## src/hdl/rgbf_pkg.sv

```systemverilog
`timescale 1ns / 1ps
// ----------------------------------------------------------------------------
// rgbf_pkg
// Shared types and constants of the RGB 3x3 neighbourhood filter.
// ----------------------------------------------------------------------------
package rgbf_pkg;

	localparam int MAX_WIDTH_DEF = 1024;
	localparam int MAX_HEIGHT    = 4096;
	localparam int QDEPTH        = 4;

	localparam logic OP_PIXEL = 1'b0;
	localparam logic OP_FLUSH = 1'b1;

	localparam logic [1:0] MODE_BOX = 2'd0;
	localparam logic [1:0] MODE_LAP = 2'd1;
	localparam logic [1:0] MODE_SHP = 2'd2;

	localparam logic [1:0] CFG_MODE   = 2'd0;
	localparam logic [1:0] CFG_WIDTH  = 2'd1;
	localparam logic [1:0] CFG_HEIGHT = 2'd2;

	localparam logic [16:0] RECIP_1 = 17'd65536;
	localparam logic [16:0] RECIP_2 = 17'd32768;
	localparam logic [16:0] RECIP_3 = 17'd21846;
	localparam logic [16:0] RECIP_4 = 17'd16384;
	localparam logic [16:0] RECIP_6 = 17'd10923;
	localparam logic [16:0] RECIP_9 = 17'd7282;

	typedef struct packed {
		logic       operation;
		logic [7:0] red_in;
		logic [7:0] green_in;
		logic [7:0] blue_in;
	} in_item_t;

	typedef struct packed {
		logic [7:0] red_out;
		logic [7:0] green_out;
		logic [7:0] blue_out;
		logic       frame_last;
	} out_item_t;

	typedef struct packed {
		logic        emit;
		logic        row_top_ok;
		logic        row_bot_ok;
		logic        col_left_ok;
		logic        col_right_ok;
		logic        last;
		logic [23:0] top;
		logic [23:0] mid;
		logic [23:0] bot;
	} col_item_t;

endpackage

```

## src/hdl/rgbf_back.sv

```systemverilog
`timescale 1ns / 1ps
// ----------------------------------------------------------------------------
// rgbf_back
// Shifts columns into the 3x3 window and computes the filtered pixel.
// ----------------------------------------------------------------------------
module rgbf_back import rgbf_pkg::*; (
	input  logic       clk,
	input  logic       arst_n,
	input  logic [1:0] filter_mode,
	input  logic       q_valid,
	input  col_item_t  q_data,
	output logic       q_pop,
	output logic       out_valid,
	input  logic       out_stall,
	output out_item_t  out_data
);

	logic        adv;
	logic [23:0] win_q [9];
	logic        v_b1, top_b1, bot_b1, left_b1, right_b1, last_b1;

	logic [11:0] box_c [3];
	logic [11:0] kern_c [3];
	logic [16:0] recip_c;
	logic        is_kern;

	logic        v_b2, kern_b2, last_b2;
	logic [11:0] box_b2 [3];
	logic [11:0] kern_b2v [3];
	logic [16:0] recip_b2;

	logic        v_b3, kern_b3, last_b3;
	logic [28:0] prod_b3 [3];
	logic [7:0]  clamp_b3 [3];

	logic        out_v_q;
	out_item_t   out_q;

	assign adv   = !out_v_q || !out_stall;
	assign q_pop = adv && q_valid;

	always_ff @(posedge clk or negedge arst_n) begin
		if (!arst_n) begin
			for (int i = 0; i < 9; i++) begin
				win_q[i] <= '0;
			end
			v_b1    <= 1'b0;
			v_b2    <= 1'b0;
			v_b3    <= 1'b0;
			out_v_q <= 1'b0;
		end else if (adv) begin
			if (q_valid) begin
				win_q[0] <= win_q[1];
				win_q[1] <= win_q[2];
				win_q[2] <= q_data.top;
				win_q[3] <= win_q[4];
				win_q[4] <= win_q[5];
				win_q[5] <= q_data.mid;
				win_q[6] <= win_q[7];
				win_q[7] <= win_q[8];
				win_q[8] <= q_data.bot;
			end
			v_b1    <= q_valid && q_data.emit;
			v_b2    <= v_b1;
			v_b3    <= v_b2;
			out_v_q <= v_b3;
		end
	end

	always_ff @(posedge clk) begin
		if (adv) begin
			top_b1   <= q_data.row_top_ok;
			bot_b1   <= q_data.row_bot_ok;
			left_b1  <= q_data.col_left_ok;
			right_b1 <= q_data.col_right_ok;
			last_b1  <= q_data.last;
		end
	end

	always_comb begin
		logic       rok [3];
		logic       cok [3];
		logic [7:0] v [9];
		logic [11:0] cross_sum;
		logic [1:0] nr, nc;
		logic [3:0] cnt;
		rok[0] = top_b1;
		rok[1] = 1'b1;
		rok[2] = bot_b1;
		cok[0] = left_b1;
		cok[1] = 1'b1;
		cok[2] = right_b1;
		is_kern = filter_mode == MODE_LAP || filter_mode == MODE_SHP;
		for (int ch = 0; ch < 3; ch++) begin
			box_c[ch] = '0;
			for (int i = 0; i < 9; i++) begin
				v[i] = (rok[i/3] && cok[i%3]) ? win_q[i][8*(2-ch) +: 8] : 8'd0;
				box_c[ch] = box_c[ch] + 12'(v[i]);
			end
			cross_sum = 12'(v[1]) + 12'(v[3]) + 12'(v[5]) + 12'(v[7]);
			if (filter_mode == MODE_LAP) begin
				kern_c[ch] = cross_sum - {2'b0, v[4], 2'b0};
			end else begin
				kern_c[ch] = {2'b0, v[4], 2'b0} + {4'b0, v[4]} - cross_sum;
			end
		end
		nr  = 2'd1 + 2'(top_b1) + 2'(bot_b1);
		nc  = 2'd1 + 2'(left_b1) + 2'(right_b1);
		cnt = 4'(nr) * 4'(nc);
		unique case (cnt)
			4'd2:    recip_c = RECIP_2;
			4'd3:    recip_c = RECIP_3;
			4'd4:    recip_c = RECIP_4;
			4'd6:    recip_c = RECIP_6;
			4'd9:    recip_c = RECIP_9;
			default: recip_c = RECIP_1;
		endcase
	end

	always_ff @(posedge clk) begin
		if (adv) begin
			kern_b2  <= is_kern;
			last_b2  <= last_b1;
			recip_b2 <= recip_c;
			for (int ch = 0; ch < 3; ch++) begin
				box_b2[ch]   <= box_c[ch];
				kern_b2v[ch] <= kern_c[ch];
			end
			kern_b3 <= kern_b2;
			last_b3 <= last_b2;
			for (int ch = 0; ch < 3; ch++) begin
				prod_b3[ch] <= 29'(box_b2[ch]) * 29'(recip_b2);
				if (kern_b2v[ch][11]) begin
					clamp_b3[ch] <= 8'd0;
				end else if (kern_b2v[ch] > 12'd255) begin
					clamp_b3[ch] <= 8'd255;
				end else begin
					clamp_b3[ch] <= kern_b2v[ch][7:0];
				end
			end
			out_q.red_out    <= kern_b3 ? clamp_b3[0] : prod_b3[0][23:16];
			out_q.green_out  <= kern_b3 ? clamp_b3[1] : prod_b3[1][23:16];
			out_q.blue_out   <= kern_b3 ? clamp_b3[2] : prod_b3[2][23:16];
			out_q.frame_last <= last_b3;
		end
	end

	assign out_valid = out_v_q;
	assign out_data  = out_q;

endmodule

```

## config.mk

```make
export PLATFORM = sky130hd
export DESIGN_NAME = rgbf_back
export DESIGN_NICKNAME = d
export VERILOG_FILES = /design/src/hdl/rgbf_pkg.sv /design/src/hdl/rgbf_back.sv
export SDC_FILE = /design/constraint.sdc
export NUM_CORES = 2
export LEC_CHECK = 0
export BUFFER_PORTS_ARGS = -buffer_cell sky130_fd_sc_hd__buf_2
export CAP_MARGIN = 5
export CORE_UTILIZATION = 65
export CTS_CLUSTER_DIAMETER = 120
export DETAILED_ROUTE_END_ITERATION = 12
export HOLD_SLACK_MARGIN = 0.12
export PLACE_DENSITY = 0.83
export SLEW_MARGIN = 20
export SYNTH_ARGS = -nofsm -noshare
export SYNTH_HDL_FRONTEND = slang
export SYNTH_SLANG_ARGS = --single-unit
```

## constraint.sdc

```tcl
create_clock -name clk -period 16.2 [get_ports clk]
set_clock_uncertainty 0.05 [all_clocks]
set_input_delay 1.62 -clock clk [delete_from_list [all_inputs] [get_ports clk]]
set_output_delay 1.62 -clock clk [all_outputs]
set_load 0.02 [all_outputs]
```

Yosys cells after proc, flatten, opt, wreduce, memory -nomap -nowiden
Memories as Yosys holds them, arrays and structs flattened. Cells that the tools add are included.

Word-level logic and storage cells: 180. Bits of input ports: 84. Memories kept: 4. Register bits: 271. Bits in latches: 0. Bits in read-only memories: 0. Memory bits (writable): 183. Output and inout port bits: 27.

Memories: prod_b3 (depth 3, bits a word 29, rd ports 3, clocked after memory_dff 0, write ports 3, RTL line rgbf_back.sv:33) `logic [28:0] prod_b3 [3];`; box_b2 (depth 3, bits a word 12, rd ports 3, clocked after memory_dff 0, write ports 3, RTL line rgbf_back.sv:28) `logic [11:0] box_b2 [3];`; kern_b2v (depth 3, bits a word 12, rd ports 3, clocked after memory_dff 0, write ports 3, RTL line rgbf_back.sv:29) `logic [11:0] kern_b2v [3];`; clamp_b3 (depth 3, bits a word 8, rd ports 3, clocked after memory_dff 0, write ports 3, RTL line rgbf_back.sv:34) `logic [7:0] clamp_b3 [3];`.

Equal/unequal tests: 7. Add/sub/neg operators: 46. Shifts and indexed selects: 0. Div/mod/pow operators: 0. Reduce and logical (&&, ||, !) cells: 11. Order comparisons: 3. Bitwise gates (word level): 6. Multipliers: 4. Mux-type cells: 72.

Operators with widths (count): $mux W8 (33); $add A12 B8 Y12 (12); $add A10 B8 Y11 (9); $mul A12 B17 Y29 (3); $pmux W17 S5 (1); $add A9 B8 Y10 (6); $add A8 B8 Y9 (6); $add A11 B8 Y12 (3); $gt A12 B8 Y1 const B (3); $mux W12 (3); $sub A11 B10 Y12 (3); $sub A11 B11 Y12 (3); $mux W1 (35); $eq A4 B2 Y1 const B (2); $eq A4 B3 Y1 const B (2); $logic_and A1 B1 Y1 (6); $or A1 B1 Y1 (6); $add A1 B1 Y2 const A (2); $add A2 B1 Y2 (2); $eq A4 B4 Y1 const B (1); $mul A2 B2 Y4 (1); $eq A2 B1 Y1 const B (1); $eq A2 B2 Y1 const B (1); $logic_not A1 Y1 (2); other kinds (2) (3).

Depth between registers and ports, before layout
Word-level depth: 10. Depth in mapped cells: 23. Depth with buffers taken out: 22.

Worst setup path after synthesis
OpenSTA, ideal clock, no wires.

Path type: flip-flop to flip-flop. From: register recip_b2[12]. To: memory prod_b3[0][23] (data pin). Path slack: 10.680 ns. Period minus slack after synthesis: 5.520 ns. Data required time: 15.886 ns. Buffers on the path: 2. Cell stages (with the launch flop): 21. Data arrival time: 5.205 ns. Library setup time: 0.264 ns. Cells stage by stage: edfxtp_1 clkbuf_1 clkbuf_1 nand2_1 fa_1 inv_1 fa_1 fa_1 fa_1 inv_1 fa_1 inv_1 ha_1 nand2_1 nor2_1 a2111oi_4 a21oi_2 a311oi_2 nor3_1 a2111oi_2 xnor2_1.

RTL lines: start: declaration (RTL line rgbf_back.sv:30) `logic [16:0] recip_b2;`; start signal: assignment (RTL line rgbf_back.sv:124) `recip_b2 <= recip_c;`; end: declaration (RTL line rgbf_back.sv:33).

==> results.json <==
{
  "fin_ws_ns": 9.903,
  "cp_top_family": "adder cells",
  "die_w_um": 244.1,
  "post-cts-setup-buffer-count": 0,
  "dieHeight_um": 244.1,
  "num_vias": 24180,
  "grt_pass1_vias": 26290,
  "yosys_warnings": 0,
  "stdcell_area_sq_mm": 0.04066,
  "synth_area_leaders": "fa_1, dfrtp_1, edfxtp_1",
  "outcome": "finished, final reports clean",
  "slew_viol_final": 0,
  "synth.cell_area_sq_mm": 0.03809,
  "cpMostUsedCell": "fa_1",
  "io_buffer_count": 110,
  "fmax_mhz": 158.8,
  "place_area_sq_mm": 0.03946,
  "htree_levels": 2,
  "dp_hpwl_um": 66190,
  "drive_gt1_frac": 0.1176,
  "ys_ff_latch": 382,
  "startpoint_type": "flip-flop",
  "routabilityCongestion": 0.9658,
  "cp_cell_sequence": "buf_4 > nand2_1 > fa_1 > inv_1 > fa_1 > fa_1 > fa_1 > inv_1 > fa_1 > inv_1 > ha_1 > nand4_1 > a21oi_1 > a2111oi_4 > a21oi_2 > a311oi_2 > o31ai_1 > a21oi_1 > xnor2_1",
  "synth.largest_area_cell": "fa_1",
  "yosysUniqueCellTypes": 58,
  "finalCriticalPeriod_ns": 6.297,
  "detail_route.first_pass.iterations": 5,
  "fp.coreArea_sq_mm": 0.05781,
  "nets": 4582,
  "clock-sinks": 382,
  "io_pins": 111,
  "setup_violations": 0,
  "rsz0062_at_grt": "false",
  "hold_path_class": "reg2reg",
  "slew_headroom": 0.2798,
  "cp_num_buf_inv": 4,
  "dieArea_sq_mm": 0.05957,
  "fin_crit_sh": 0.3887,
  "syn_inst": 3529,
  "end_kind": "flip-flop",
  "reg2reg_from": "recip_b2[12]",
  "ant_nets": 0,
  "min_from": "last_b3",
  "cap_violations": 0,
  "clk_latency_ns": 0.55,
  "synthArstFlopShare": 0.5759,
  "via_per_inst": 5.478,
  "critPathSlowestCell": "edfxtp_1",
  "synth-edff-count": 162,
  "cts.repair.resized": 0,
  "dpl_worst_slack_ns": 10.02,
  "syn_nets": 4492,
  "cts.path.max_buffers": 3,
  "final.setup.tns_ns": 0,
  "netlist_top_cells_count": "inv_1, fa_1, nand2_1",
  "cp_max_fo": 21,
  "instances_no_fill": 4414,
  "critPathKind": "reg2reg",
  "critPathRequiredTime_ns": 16.44,
  "synthFlopType": "dfrtp_1",
  "synth_top_area_frac": 0.3185,
  "crit_start": "recip_b2[12]",
  "grt_pass1_wl_um": 137900,
  "multi_input_area_sq_mm": 0.02404,
  "grt_max_degree": 91,
  "holdBufCountCts": 0,
  "tritoncts": "done",
  "worstMarginPinSlew_ns": 1.080,
  "yosysMostFrequentCell": "inv_1",
  "seqCellArea_sq_mm": 0.01037,
  "remaining_drc_errors": 0,
  "numCtsBuffers": 38,
  "wirelength_um": 82700,
  "grt_antenna_before_repair": 0,
  "max_stage_delay_ns": 0.71,
  "place_inst": 4343,
  "start_util": 0.6589,
  "clk_pin_slew_ns": 0.06,
  "wl_per_cell_um": 18.74,
  "synth-seq-area-share": 0.2723,
  "rows": 88,
  "drt_iter0_markers": 1726,
  "hold_violations": 0,
  "grt_usage": 0.2955,
  "area_growth_pct": 6.768,
  "root_buffer": "clkbuf_16",
  "critical_path_arrival_ns": 6.54,
  "gr-total-overflow": 0,
  "n_fill_cell": 4092,
  "synth.avg_cell_area_sq_um": 10.79,
  "diodes": 0
}
==> path summary, 6_finish.rpt <==
| kind | endpoint | slack (ns) | cells past startpoint |
|---|---|---|---|
| setup reg to reg | prod_b3[0][22] | 9.90 | 19 |
| max in group asynchronous | win_q[96] | 13.83 | 2 |
| hold reg to reg | out_data[0] | 0.37 | 0 |
| setup / recovery | prod_b3[0][22] | 9.90 | 19 |
| min in group asynchronous | win_q[94] | 1.04 | 1 |
| hold / removal | out_data[0] | 0.37 | 0 |
==> registers in the layout (all words and copies together), names as in the netlist, 8 cells and up <==
register / cells
prod_b3: 24
clamp_b3: 24
out_data: 25
win_q: 216
recip_b2: 8
kern_b2v: 36
box_b2: 36
==> cell usage in the layout, fill, tap and decap left out, types with 83 or more instances in the layout <==
cell type | netlist | routed
inv_1 | 890 | 889
fa_1 | 606 | 606
nand2_1 | 376 | 376
ha_1 | 273 | 273
dfrtp_1 | 220 | 220
mux2_2 | 219 | 219
edfxtp_1 | 162 | 162
and2_1 | 122 | 121
buf_2 | 13 | 109
xnor2_1 | 85 | 85
a21oi_1 | 83 | 83
==> layer usage <==
layer | share of wire | track usage
met5 | 0 | 0
met4 | 0.020 | 0.06801
met3 | 0.052 | 0.03227
met2 | 0.49 | 0.4839
met1 | 0.44 | 0.4289
==> worst register-to-register path: stages, from the launching register on <==
cell,delay (ns)
edfxtp_1,0.71
buf_4,0.37
nand2_1,0.19
fa_1,0.56
inv_1,0.08
fa_1,0.56
fa_1,0.43
fa_1,0.50
inv_1,0.05
fa_1,0.47
inv_1,0.04
ha_1,0.36
nand4_1,0.15
a21oi_1,0.28
a2111oi_4,0.06
a21oi_2,0.28
a311oi_2,0.18
o31ai_1,0.42
a21oi_1,0.16
xnor2_1,0.14
==> stage by stage <==
| step | hold WS, ns | util |
|---|---|---|
| finish | 0.3692 | 0.7034 |
| global route | 0.3898 | 0.7034 |
| CTS | 0.3685 | 0.7030 |
| detailed placement | 0.3545 | 0.6826 |
| global placement | 0.3513 | 0.6826 |
| floorplan | 0.3503 | - |
==> layout make-up <==
type	count	share of cell area
Clock inverter	18	0.003569
Clock buffer	52	0.02542
Tap cell	765	0.02354
Sequential cell	382	0.2550
Timing Repair Buffer	135	0.01889
Inverter	890	0.08228
Multi-Input combinational cell	2172	0.5913
==> cell families (layout without fill, tap and decap cells) <==
kind of cell	after synthesis	count (layout)	share of synthesized area
compound gates	299	299	0.05095
xor+xnor	117	117	0.02691
fa+ha+maj	879	879	0.4082
buf+inv	975	1095	0.09662
flops	382	382	0.2723
mux	219	219	0.06475
simple gates	658	658	0.08026
Power is left out: the tool's default activity adds up to more than one toggle a clock period on the data nets, which glitch-free logic cannot reach.
