**src/hdl/rgbf_pkg.sv**
```systemverilog
`timescale 1ns / 1ps
// ----------------------------------------------------------------------------
// rgbf_pkg
// Shared types and constants of the RGB 3x3 neighbourhood filter.
// ----------------------------------------------------------------------------
package rgbf_pkg;

	localparam int MAX_WIDTH_DEF = 1024;
	localparam int MAX_HEIGHT    = 4096;
	localparam int QDEPTH        = 4;

	localparam logic OP_PIXEL = 1'b0;
	localparam logic OP_FLUSH = 1'b1;

	localparam logic [1:0] MODE_BOX = 2'd0;
	localparam logic [1:0] MODE_LAP = 2'd1;
	localparam logic [1:0] MODE_SHP = 2'd2;

	localparam logic [1:0] CFG_MODE   = 2'd0;
	localparam logic [1:0] CFG_WIDTH  = 2'd1;
	localparam logic [1:0] CFG_HEIGHT = 2'd2;

	localparam logic [16:0] RECIP_1 = 17'd65536;
	localparam logic [16:0] RECIP_2 = 17'd32768;
	localparam logic [16:0] RECIP_3 = 17'd21846;
	localparam logic [16:0] RECIP_4 = 17'd16384;
	localparam logic [16:0] RECIP_6 = 17'd10923;
	localparam logic [16:0] RECIP_9 = 17'd7282;

	typedef struct packed {
		logic       operation;
		logic [7:0] red_in;
		logic [7:0] green_in;
		logic [7:0] blue_in;
	} in_item_t;

	typedef struct packed {
		logic [7:0] red_out;
		logic [7:0] green_out;
		logic [7:0] blue_out;
		logic       frame_last;
	} out_item_t;

	typedef struct packed {
		logic        emit;
		logic        row_top_ok;
		logic        row_bot_ok;
		logic        col_left_ok;
		logic        col_right_ok;
		logic        last;
		logic [23:0] top;
		logic [23:0] mid;
		logic [23:0] bot;
	} col_item_t;

endpackage

```
**src/hdl/rgbf_queue.sv**
```systemverilog
`timescale 1ns / 1ps
// ----------------------------------------------------------------------------
// rgbf_queue
// Short FIFO of window columns between the front and the back.
// ----------------------------------------------------------------------------
module rgbf_queue import rgbf_pkg::*; #(
	localparam int QCW = $clog2(QDEPTH + 1)
) (
	input  logic           clk,
	input  logic           arst_n,
	input  logic           push,
	input  col_item_t      push_data,
	input  logic           pop,
	output col_item_t      pop_data,
	output logic           nonempty,
	output logic [QCW-1:0] count
);

	localparam int QAW = $clog2(QDEPTH);

	col_item_t      ent_q [QDEPTH];
	logic [QAW-1:0] wp_q, rp_q;
	logic [QCW-1:0] cnt_q;

	always_ff @(posedge clk or negedge arst_n) begin
		if (!arst_n) begin
			wp_q  <= '0;
			rp_q  <= '0;
			cnt_q <= '0;
		end else begin
			if (push) begin
				wp_q <= wp_q + QAW'(1);
			end
			if (pop) begin
				rp_q <= rp_q + QAW'(1);
			end
			cnt_q <= cnt_q + QCW'(push) - QCW'(pop);
		end
	end

	always_ff @(posedge clk) begin
		if (push) begin
			ent_q[wp_q] <= push_data;
		end
	end

	assign pop_data = ent_q[rp_q];
	assign nonempty = cnt_q != '0;
	assign count    = cnt_q;

endmodule

```
**config.mk**
```make
export PLATFORM = sky130hd
export DESIGN_NAME = rgbf_queue
export DESIGN_NICKNAME = d
export VERILOG_FILES = /design/src/hdl/rgbf_pkg.sv /design/src/hdl/rgbf_queue.sv
export SDC_FILE = /design/constraint.sdc
export NUM_CORES = 1
export LEC_CHECK = 0
export BUFFER_PORTS_ARGS = -buffer_cell sky130_fd_sc_hd__buf_4
export CORE_UTILIZATION = 45
export CTS_BUF_LIST = sky130_fd_sc_hd__clkbuf_16
export DETAILED_ROUTE_END_ITERATION = 12
export GPL_TIMING_DRIVEN = 0
export PLACE_DENSITY = 0.75
export SETUP_SLACK_MARGIN = 0.4
export SYNTH_ARGS = -nofsm -noshare
export SYNTH_HDL_FRONTEND = slang
export SYNTH_SLANG_ARGS = --single-unit
```
**constraint.sdc**
```tcl
create_clock -name clk -period 3.3 [get_ports clk]
set_clock_uncertainty 0.1 [all_clocks]
set_input_delay 0.165 -clock clk [delete_from_list [all_inputs] [get_ports clk]]
set_output_delay 0.165 -clock clk [all_outputs]
set_load 0.01 [all_outputs]
```
Word level (Yosys, flattened, before mapping). Memories as Yosys holds them, arrays and structs flattened. Index checks and enable logic that the tools add are counted.

Reduce and logical (&&, ||, !) cells: 1. Add/sub/neg operators: 4. Mux-type cells: 2.

Operators with widths (number): adder 2 x 1 -> 2 bit, second input constant (2); adder 3 x 1 -> 3 bit (1); nonzero test 3 bit (1); subtractor 3 x 1 -> 3 bit (1); two-way mux 1 bit (2).

Register bits: 7. Memories: 1. Bits in writable memories: 312. Output and inout bits: 82. Bits of input ports: 82.

Memory list: ent_q (depth 4, width 78, rd ports 1, clocked after Yosys merged registers in 0, wr ports 1, RTL line rgbf_queue.sv:21) `col_item_t ent_q [QDEPTH];`.

Depth between registers and ports, before layout. Gate-level depths: netlist of run 1.

Depth in word-level cells: 2. Depth in mapped cells: 7.

Least setup slack after synthesis of run 1. No wires, ideal clock.

Path type: reg-to-reg. Start: reg wp_q[0]. End: mem ent_q[0][0] in the netlist's numbering (enable). Arrival: 2440 ps. Required time: 2755 ps. Path buffers: 0. Path slack: 316 ps. Cell stages (with the launch flop): 4. Period minus slack after synthesis: 2984 ps. Path through: dfrtp_1 > inv_1 > ha_1 > and2_1.

RTL lines: from (decl) (RTL line rgbf_queue.sv:22) `logic [QAW-1:0] wp_q, rp_q;`; from (signal assigned) (RTL line rgbf_queue.sv:32) `wp_q <= wp_q + QAW'(1);`; to (decl) (RTL line rgbf_queue.sv:21).

No word-level cell before the write port.

==> metrics, run 1 <==
status=complete, no violations; fin. max-slew vios=0; Longest Clk Path Bufs=3; largest area contributor in the netlist=edfxtp_1; vias in the first global route=6,262; DR DRC count=0; Cells after DPL=938; critical path endpoint category=output pin; GRT Util Overall=17.0%; largest cells by area after synthesis=edfxtp_1 (80%), mux4_2 (15%), dfrtp_1 (1.5%); clk sinks=319; Tot Pwr=13.4 mW; IO buf count=163; Remaining Overflow, GRT=0; synthesis-to-finish area growth=31.4%; Data arrival, critical path=2.12 ns; CTS Root Cell=clkbuf_16; WS Path Type=reg2out; drt wl/cell=20.2 um; Synth top area share=79.9%; Sw Pwr=3.64 mW; vias=5,569; cts repair resizes=0; Max FO, Critical Path=10; Net Sw Frac=27.1%; Layout Utilization=60.7%; syn nets=530; Filler cells=1,742; Final ANT Viol Nets=0; Logic pwr share=32.0%; Post-Synthesis Cells=441; HPWL after DPL=13.2 mm; first-pass GRT wire length=34.1 mm; Die W=163 um; Seq pwr share=40.8%; Via-to-Cell Ratio=5.15; largest net degree at the start of global routing=47; commonest non-fill, non-tap cell in the layout=edfxtp_1; Routed WL=21.9 mm; Peak supply drop=0.000581 V; Skew-Pair Late Insertion Delay=0.49 ns; Tightest Pin Transition=0.588 ns; final non-filler cell total=1,082; WP data required=3.03 ns; Starting Density=46.2%; Pwr Density=873 nW/um^2; Starting DRT DRC Count=334; CTS Buf Count=34; # IOs=164; worst setup margin=0.918 ns; sequential area share after synthesis=81.4%; setup tns final=0 ns; Worst Hold Class=in2reg; crit path time final=2.38 ns; Syn Std Cell Area=11,700 um^2; Die Y-Extent=163 um; distinct cell type count after synthesis=16; commonest cells after routing, fill and taps aside=edfxtp_1 (312), buf_4 (164), dlygate4sd3_1 (82), mux4_2 (78), clkbuf_16 (37); Core Region=25,400 um^2; maxcap violations=0; Fmax achieved=420 MHz; startpoint types=flip-flop; Final setup viols=0; flops & latches, synth=319; dpl ws=1.29 ns; Syn Area/Cell=26.6 um^2; leakage=5.43 nW; DR pass1 iterations=5; postcts setup bufs=0; row cnt=58; Clock power frac=27.3%; CTS H-Tree Depth=2; clock slew at reported path FFs=0.05 ns; CP max stage cell=buf_2; layout net count=815; Internal Power=9.81 mW; Yosys Warn Count=0; CP peak stage delay=0.34 ns; number of hold violations in the final report=0; unrepaired setup endpoints after global routing=no; Final period util=72.2%; n_diodes=0; TritonCTS clock tree=built; share of layout cells above drive strength 1=41.5%; Rel. slew slack=60.8%; Die Footprint=26,700 um^2; GPL Wtd Cong=0.721; antenna violations before repair=0; crit-path cells=buf_2, buf_2, buf_4, mux4_2, buf_4
## stage by stage
step	hold WS, ns	cell area [um^2]
final	0.315	15400
after global placement	-0.121	13400
after detailed placement	-0.119	13500
after floorplan	-0.231	11700
after CTS	0.286	15400
after global routing	0.303	15400
## area by class of cell
class / count / area, um^2 / share of cell area (%)
clock inverters: 25 / 179 / 1.16
flip-flops and latches: 319 / 9540 / 61.9
well taps: 330 / 413 / 2.68
inverters: 6 / 22.5 / 0.146
clock buffers: 37 / 926 / 6.01
plain buffers: 18 / 219 / 1.42
multi-input cells: 98 / 1950 / 12.7
repair buffers: 249 / 2150 / 14.0
## sequential cells by signal, summed over array words and instances (netlist names)
| signal | count |
|---|---|
| ent_q | 312 |
| count | 3 |
| rp_q | 2 |
| wp_q | 2 |
## power groups by stage
stage | clock, mW | sequential (mW) | combinational, mW
5_1_grt | 3.91 | 5.54 | 4.63
3_3_place_gp | 0 | 5.56 | 4.14
3_5_place_dp | 0 | 5.56 | 4.29
6_report | 3.67 | 5.48 | 4.30
2_1_floorplan | 0 | 5.52 | 2.51
4_1_cts | 3.75 | 5.49 | 4.40
## kinds of logic (layout without fill, tap and decap cells)
group	count (synthesis)	in the layout	synth area share, %
DFF	319	319	81.4
muxes	78	78	15.0
buffers and inverters	24	335	2.06
adders and majority gates	7	7	0.811
and+or+nand+nor	7	7	0.331
xor gates and xnor gates	5	5	0.374
AOI/OAI and AO/OA	1	1	0.0426
## Yosys cell counts, drive strengths merged
library cell    n
xnor2           3
nand2           2
fa              1
dfrtp           7
ha              6
inv             6
edfxtp        312
xor2            2
and2            4
mux4           78
or3             1
o21ai           1
buf            18
## worst max-delay path, delay by kind of cell (launching register included)
kind | cells | cell delay (ns)
flops | 1 | 0.32
mux | 1 | 0.34
buf+inv | 4 | 0.97
## repair_timing
| action | 4_1_cts | 5_1_grt |
|---|---|---|
| hold buffers | 82 | 0 |
| setup endpoints to repair | 0 | 0 |
| endpoints found under the hold margin | 324 | 0 |
## layer usage
metal	global-route usage, %	routed length, um	vias up
li1	-	-	2462
met1	21.0	8750	2908
met2	30.0	11600	163
met3	3.68	1150	36
met4	4.59	403	0
met5	0	0	-
## final timing paths
check	cells past startpoint	from	endpoint	slack, ns
worst max-delay path	5	rp_q[1]$_DFFE_PN0P_	pop_data[61]	0.92
worst min-delay path	2	push_data[72]	ent_q[1][72]$_DFFE_PP_	0.32
worst max register to register	4	wp_q[0]$_DFFE_PN0P_	ent_q[2][29]$_DFFE_PP_	1.33
worst min register to register	1	wp_q[0]$_DFFE_PN0P_	wp_q[0]$_DFFE_PN0P_	0.46
max in group asynchronous	3	arst_n	rp_q[1]$_DFFE_PN0P_	2.32
min in group asynchronous	3	arst_n	count[0]$_DFF_PN0_	0.53
No activity file was read; power rests on OpenSTA's default activity.
==> run 2, diff against run 1 <==
--- a/config.mk
+++ b/config.mk
@@ -5,12 +5,13 @@
 export SDC_FILE = /design/constraint.sdc
 export NUM_CORES = 1
 export LEC_CHECK = 0
+export ABC_AREA = 1
 export BUFFER_PORTS_ARGS = -buffer_cell sky130_fd_sc_hd__buf_4
 export CORE_UTILIZATION = 45
 export CTS_BUF_LIST = sky130_fd_sc_hd__clkbuf_16
 export DETAILED_ROUTE_END_ITERATION = 12
 export GPL_TIMING_DRIVEN = 0
-export PLACE_DENSITY = 0.75
+export PLACE_DENSITY = 0.77
 export SETUP_SLACK_MARGIN = 0.4
 export SYNTH_ARGS = -nofsm -noshare
 export SYNTH_HDL_FRONTEND = slang
==> constraint.sdc (replaced) <==
create_clock -name clk -period 2 [get_ports clk]
set_clock_uncertainty 0.1 [all_clocks]
set_input_delay 0.1 -clock clk [delete_from_list [all_inputs] [get_ports clk]]
set_output_delay 0.1 -clock clk [all_outputs]
set_load 0.01 [all_outputs]
==> metrics, run 2 <==
status=finished, violations left; failing checks=negative setup slack; clock slew at reported path FFs=0.07 ns (+0.02 ns); hold depth=2 (unchanged); top-count cell post-synth=nand2_1; met1 wire length=15.8 mm (+81%); Core Region=29,600 um^2 (+17%); CTS Root Cell=clkbuf_16; EDFF count, synth=312 (unchanged); Filler cells=1,968 (+13%); Starting Density=45.8% (-0.40 points); TritonCTS clock tree=built; CTS H-Tree Depth=1 (-1); first-pass GRT wire length=52.1 mm (+53%); Routed WL=39.3 mm (+79%); Rel. slew slack=69.6% (+8.7 points); fin. max-slew vios=0 (unchanged); row cnt=63 (+8.6%); vias in the first global route=9,946 (+59%); drt wl/cell=19.3 um (-4.4%); highest routed layer=met4; r2r setup slk=0.22 ns (-1.11 ns); Hold Crit Endpoint=ent_q[2][5]$_DFFE_PP_; GRT Util Overall=22.0% (+5.1 points); FFs w/ async S/R, synth=2.19% (unchanged); Post-Synthesis Cells=1,268 (+190%); setup tns final=-2.01 ns (-2.01 ns); crit-path cells=buf_6, clkinv_8, buf_16, buf_12, nand2_1, nand3_1, nand2_1, buf_4; worst setup margin=-0.0728 ns (-0.990 ns); critical path endpoint category=output pin; unrepaired setup endpoints after global routing=yes; Via-to-Cell Ratio=4.95 (-3.7%); Syn Std Cell Area=13,600 um^2 (+16%); CP peak stage delay=0.34 ns (about the same); GPL Wtd Cong=0.756 (+4.8%); crit path time final=2.07 ns; register with the most flip-flops=ent_q; # IOs=164 (unchanged); Fmax achieved=482 MHz; flops & latches, synth=319 (unchanged); Remaining Overflow, GRT=0 (unchanged); largest area contributor in the netlist=edfxtp_1; Final period util=104%; reg2reg end=ent_q[2][45]$_DFFE_PP_; Worst Hold Class=in2reg; HPWL after DPL=18.6 mm (+41%); metal2 WL=19.9 mm (+72%); largest cells by area after synthesis=edfxtp_1 (69%), nand2_1 (11%), inv_1 (9.0%); Die Y-Extent=176 um (+7.5%); min-delay src=push_data[5]; Yosys Warn Count=0 (unchanged); dpl ws=0.0507 ns (-1.24 ns); Tot Pwr=30.1 mW (+120%); Die W=176 um (+7.5%); Final ANT Viol Nets=0 (unchanged); number of hold violations in the final report=0 (unchanged); Final setup viols=68 (+68); R2R depth=7 (+3); IO buf count=163 (unchanged); WS Path Type=reg2out; startpoint types=flip-flop; share of layout cells above drive strength 1=32.0% (-9.5 points); r2r startpoint=wp_q[1]$_DFFE_PN0P_; leakage=9.05 nW (+67%); DR DRC count=0 (unchanged); Synth top area share=69.1% (-11 points); Skew-Pair Late Insertion Delay=0.56 ns (+0.07 ns); Most common cell on crit path=nand2_1; Cells after DPL=1,829 (+95%); commonest cells after routing, fill and taps aside=inv_1 (322), edfxtp_1 (312), nand2_1 (289), buf_4 (120), nand3_1 (96); syn nets=1,357 (+160%); Tightest Pin Transition=0.455 ns (-0.132 ns); WP data required=1.80 ns (-1.23 ns); vias=10,100 (+81%); Layout Utilization=67.0% (+6.3 points); DR pass1 iterations=5 (unchanged); Synth Flop Type=edfxtp_1; max reg flops=312 (unchanged); CP max stage cell=dfrtp_1; Starting DRT DRC Count=1,034 (+210%); Die Footprint=30,800 um^2 (+15%); Pwr Density=1520 nW/um^2 (+74%); antenna violations before repair=1 (+1); Post-synth top cells=nand2_1 (401), inv_1 (324), edfxtp_1 (312); Syn Area/Cell=10.7 um^2 (-60%); Data arrival, critical path=1.87 ns (-0.25 ns); final non-filler cell total=2,030 (+88%); CTS Buf Count=31 (-8.8%); Peak supply drop=0.00118 V (+100%); sequential area share after synthesis=70.4% (-11 points); Longest Clk Path Bufs=3 (unchanged); clk sinks=319 (unchanged); maxcap violations=0 (unchanged); commonest non-fill, non-tap cell in the layout=inv_1; Max FO, Critical Path=9 (-1); distinct cell type count after synthesis=16 (unchanged); synthesis-to-finish area growth=46.3%; wire length on met3=2.44 mm (+110%); layout net count=1,705 (+110%); largest net degree at the start of global routing=34 (-28%)
==> run 2: kinds of logic after synthesis <==
family	synth area share [%]
AOI/OAI and AO/OA	0.0369
xor gates and xnor gates	0.194
adders and majority gates	0.701
buffers and inverters	11.8
DFF	70.4
and+or+nand+nor	16.9
==> run 2: how the worst max path moves through the flow <==
stage,start,end,cells past startpoint
finish,rp_q[0]$_DFFE_PN0P_,pop_data[19],8
global placement,wp_q[0]$_DFFE_PN0P_,ent_q[1][39]$_DFFE_PP_,3
floorplan,wp_q[0]$_DFFE_PN0P_,ent_q[1][0]$_DFFE_PP_,3
global route,rp_q[0]$_DFFE_PN0P_,pop_data[45],8
detailed placement,wp_q[0]$_DFFE_PN0P_,ent_q[0][33]$_DFFE_PP_,5
CTS,rp_q[0]$_DFFE_PN0P_,pop_data[45],8
==> run 2: report_power, final <==
group	internal [mW]	switching, mW
registers	8.73	0.325
clock network	3.45	2.51
logic	6.98	8.07
total	19.2	10.9
==> run 2: what timing repair did <==
item | in CTS | in global routing
setup endpoints to repair | 372 | 373
pin swaps | 13 | 17
buffers inserted | 18 | 8
cloned | 9 | 27
hold buffers | 82 | 0
resized for setup | 192 | 199
endpoints found under the hold margin | 324 | 0
==> run 2: final cells by class <==
type                            count  area, um^2  area share, %
Sequential cell                   319        9550           48.1
Timing Repair Buffer              315        3650           18.4
Inverter                          326        1260           6.37
Tap cell                          390         488           2.46
Clock buffer                       31         776           3.91
Buffer                             53         692           3.49
Antenna cell                        1        2.50         0.0126
Multi-Input combinational cell    570        3180           16.0
Clock inverter                     25         248           1.25
==> run 2: critical path: cells and delay by family, from the launching register on <==
kind	cells	cell delay, ns
buffers and inverters	5	0.70
flip-flops	1	0.34
AND/OR/NAND/NOR	3	0.26
==> run 2: metal layers <==
| metal | track usage, % | vias up |
|---|---|---|
| met3 | 3.79 | 82 |
| met5 | 0 | - |
| met1 | 27.5 | 4907 |
| li1 | - | 4654 |
| met4 | 7.21 | 0 |
| met2 | 38.8 | 415 |
==> run 2: stage by stage <==
stage                     area (um^2)  hold slack, ns
after CTS                       18400           0.166
after floorplan                 13600          -0.296
final                           19800           0.179
after detailed placement        15500          -0.173
after global placement          15300          -0.181
after global routing            19800           0.164
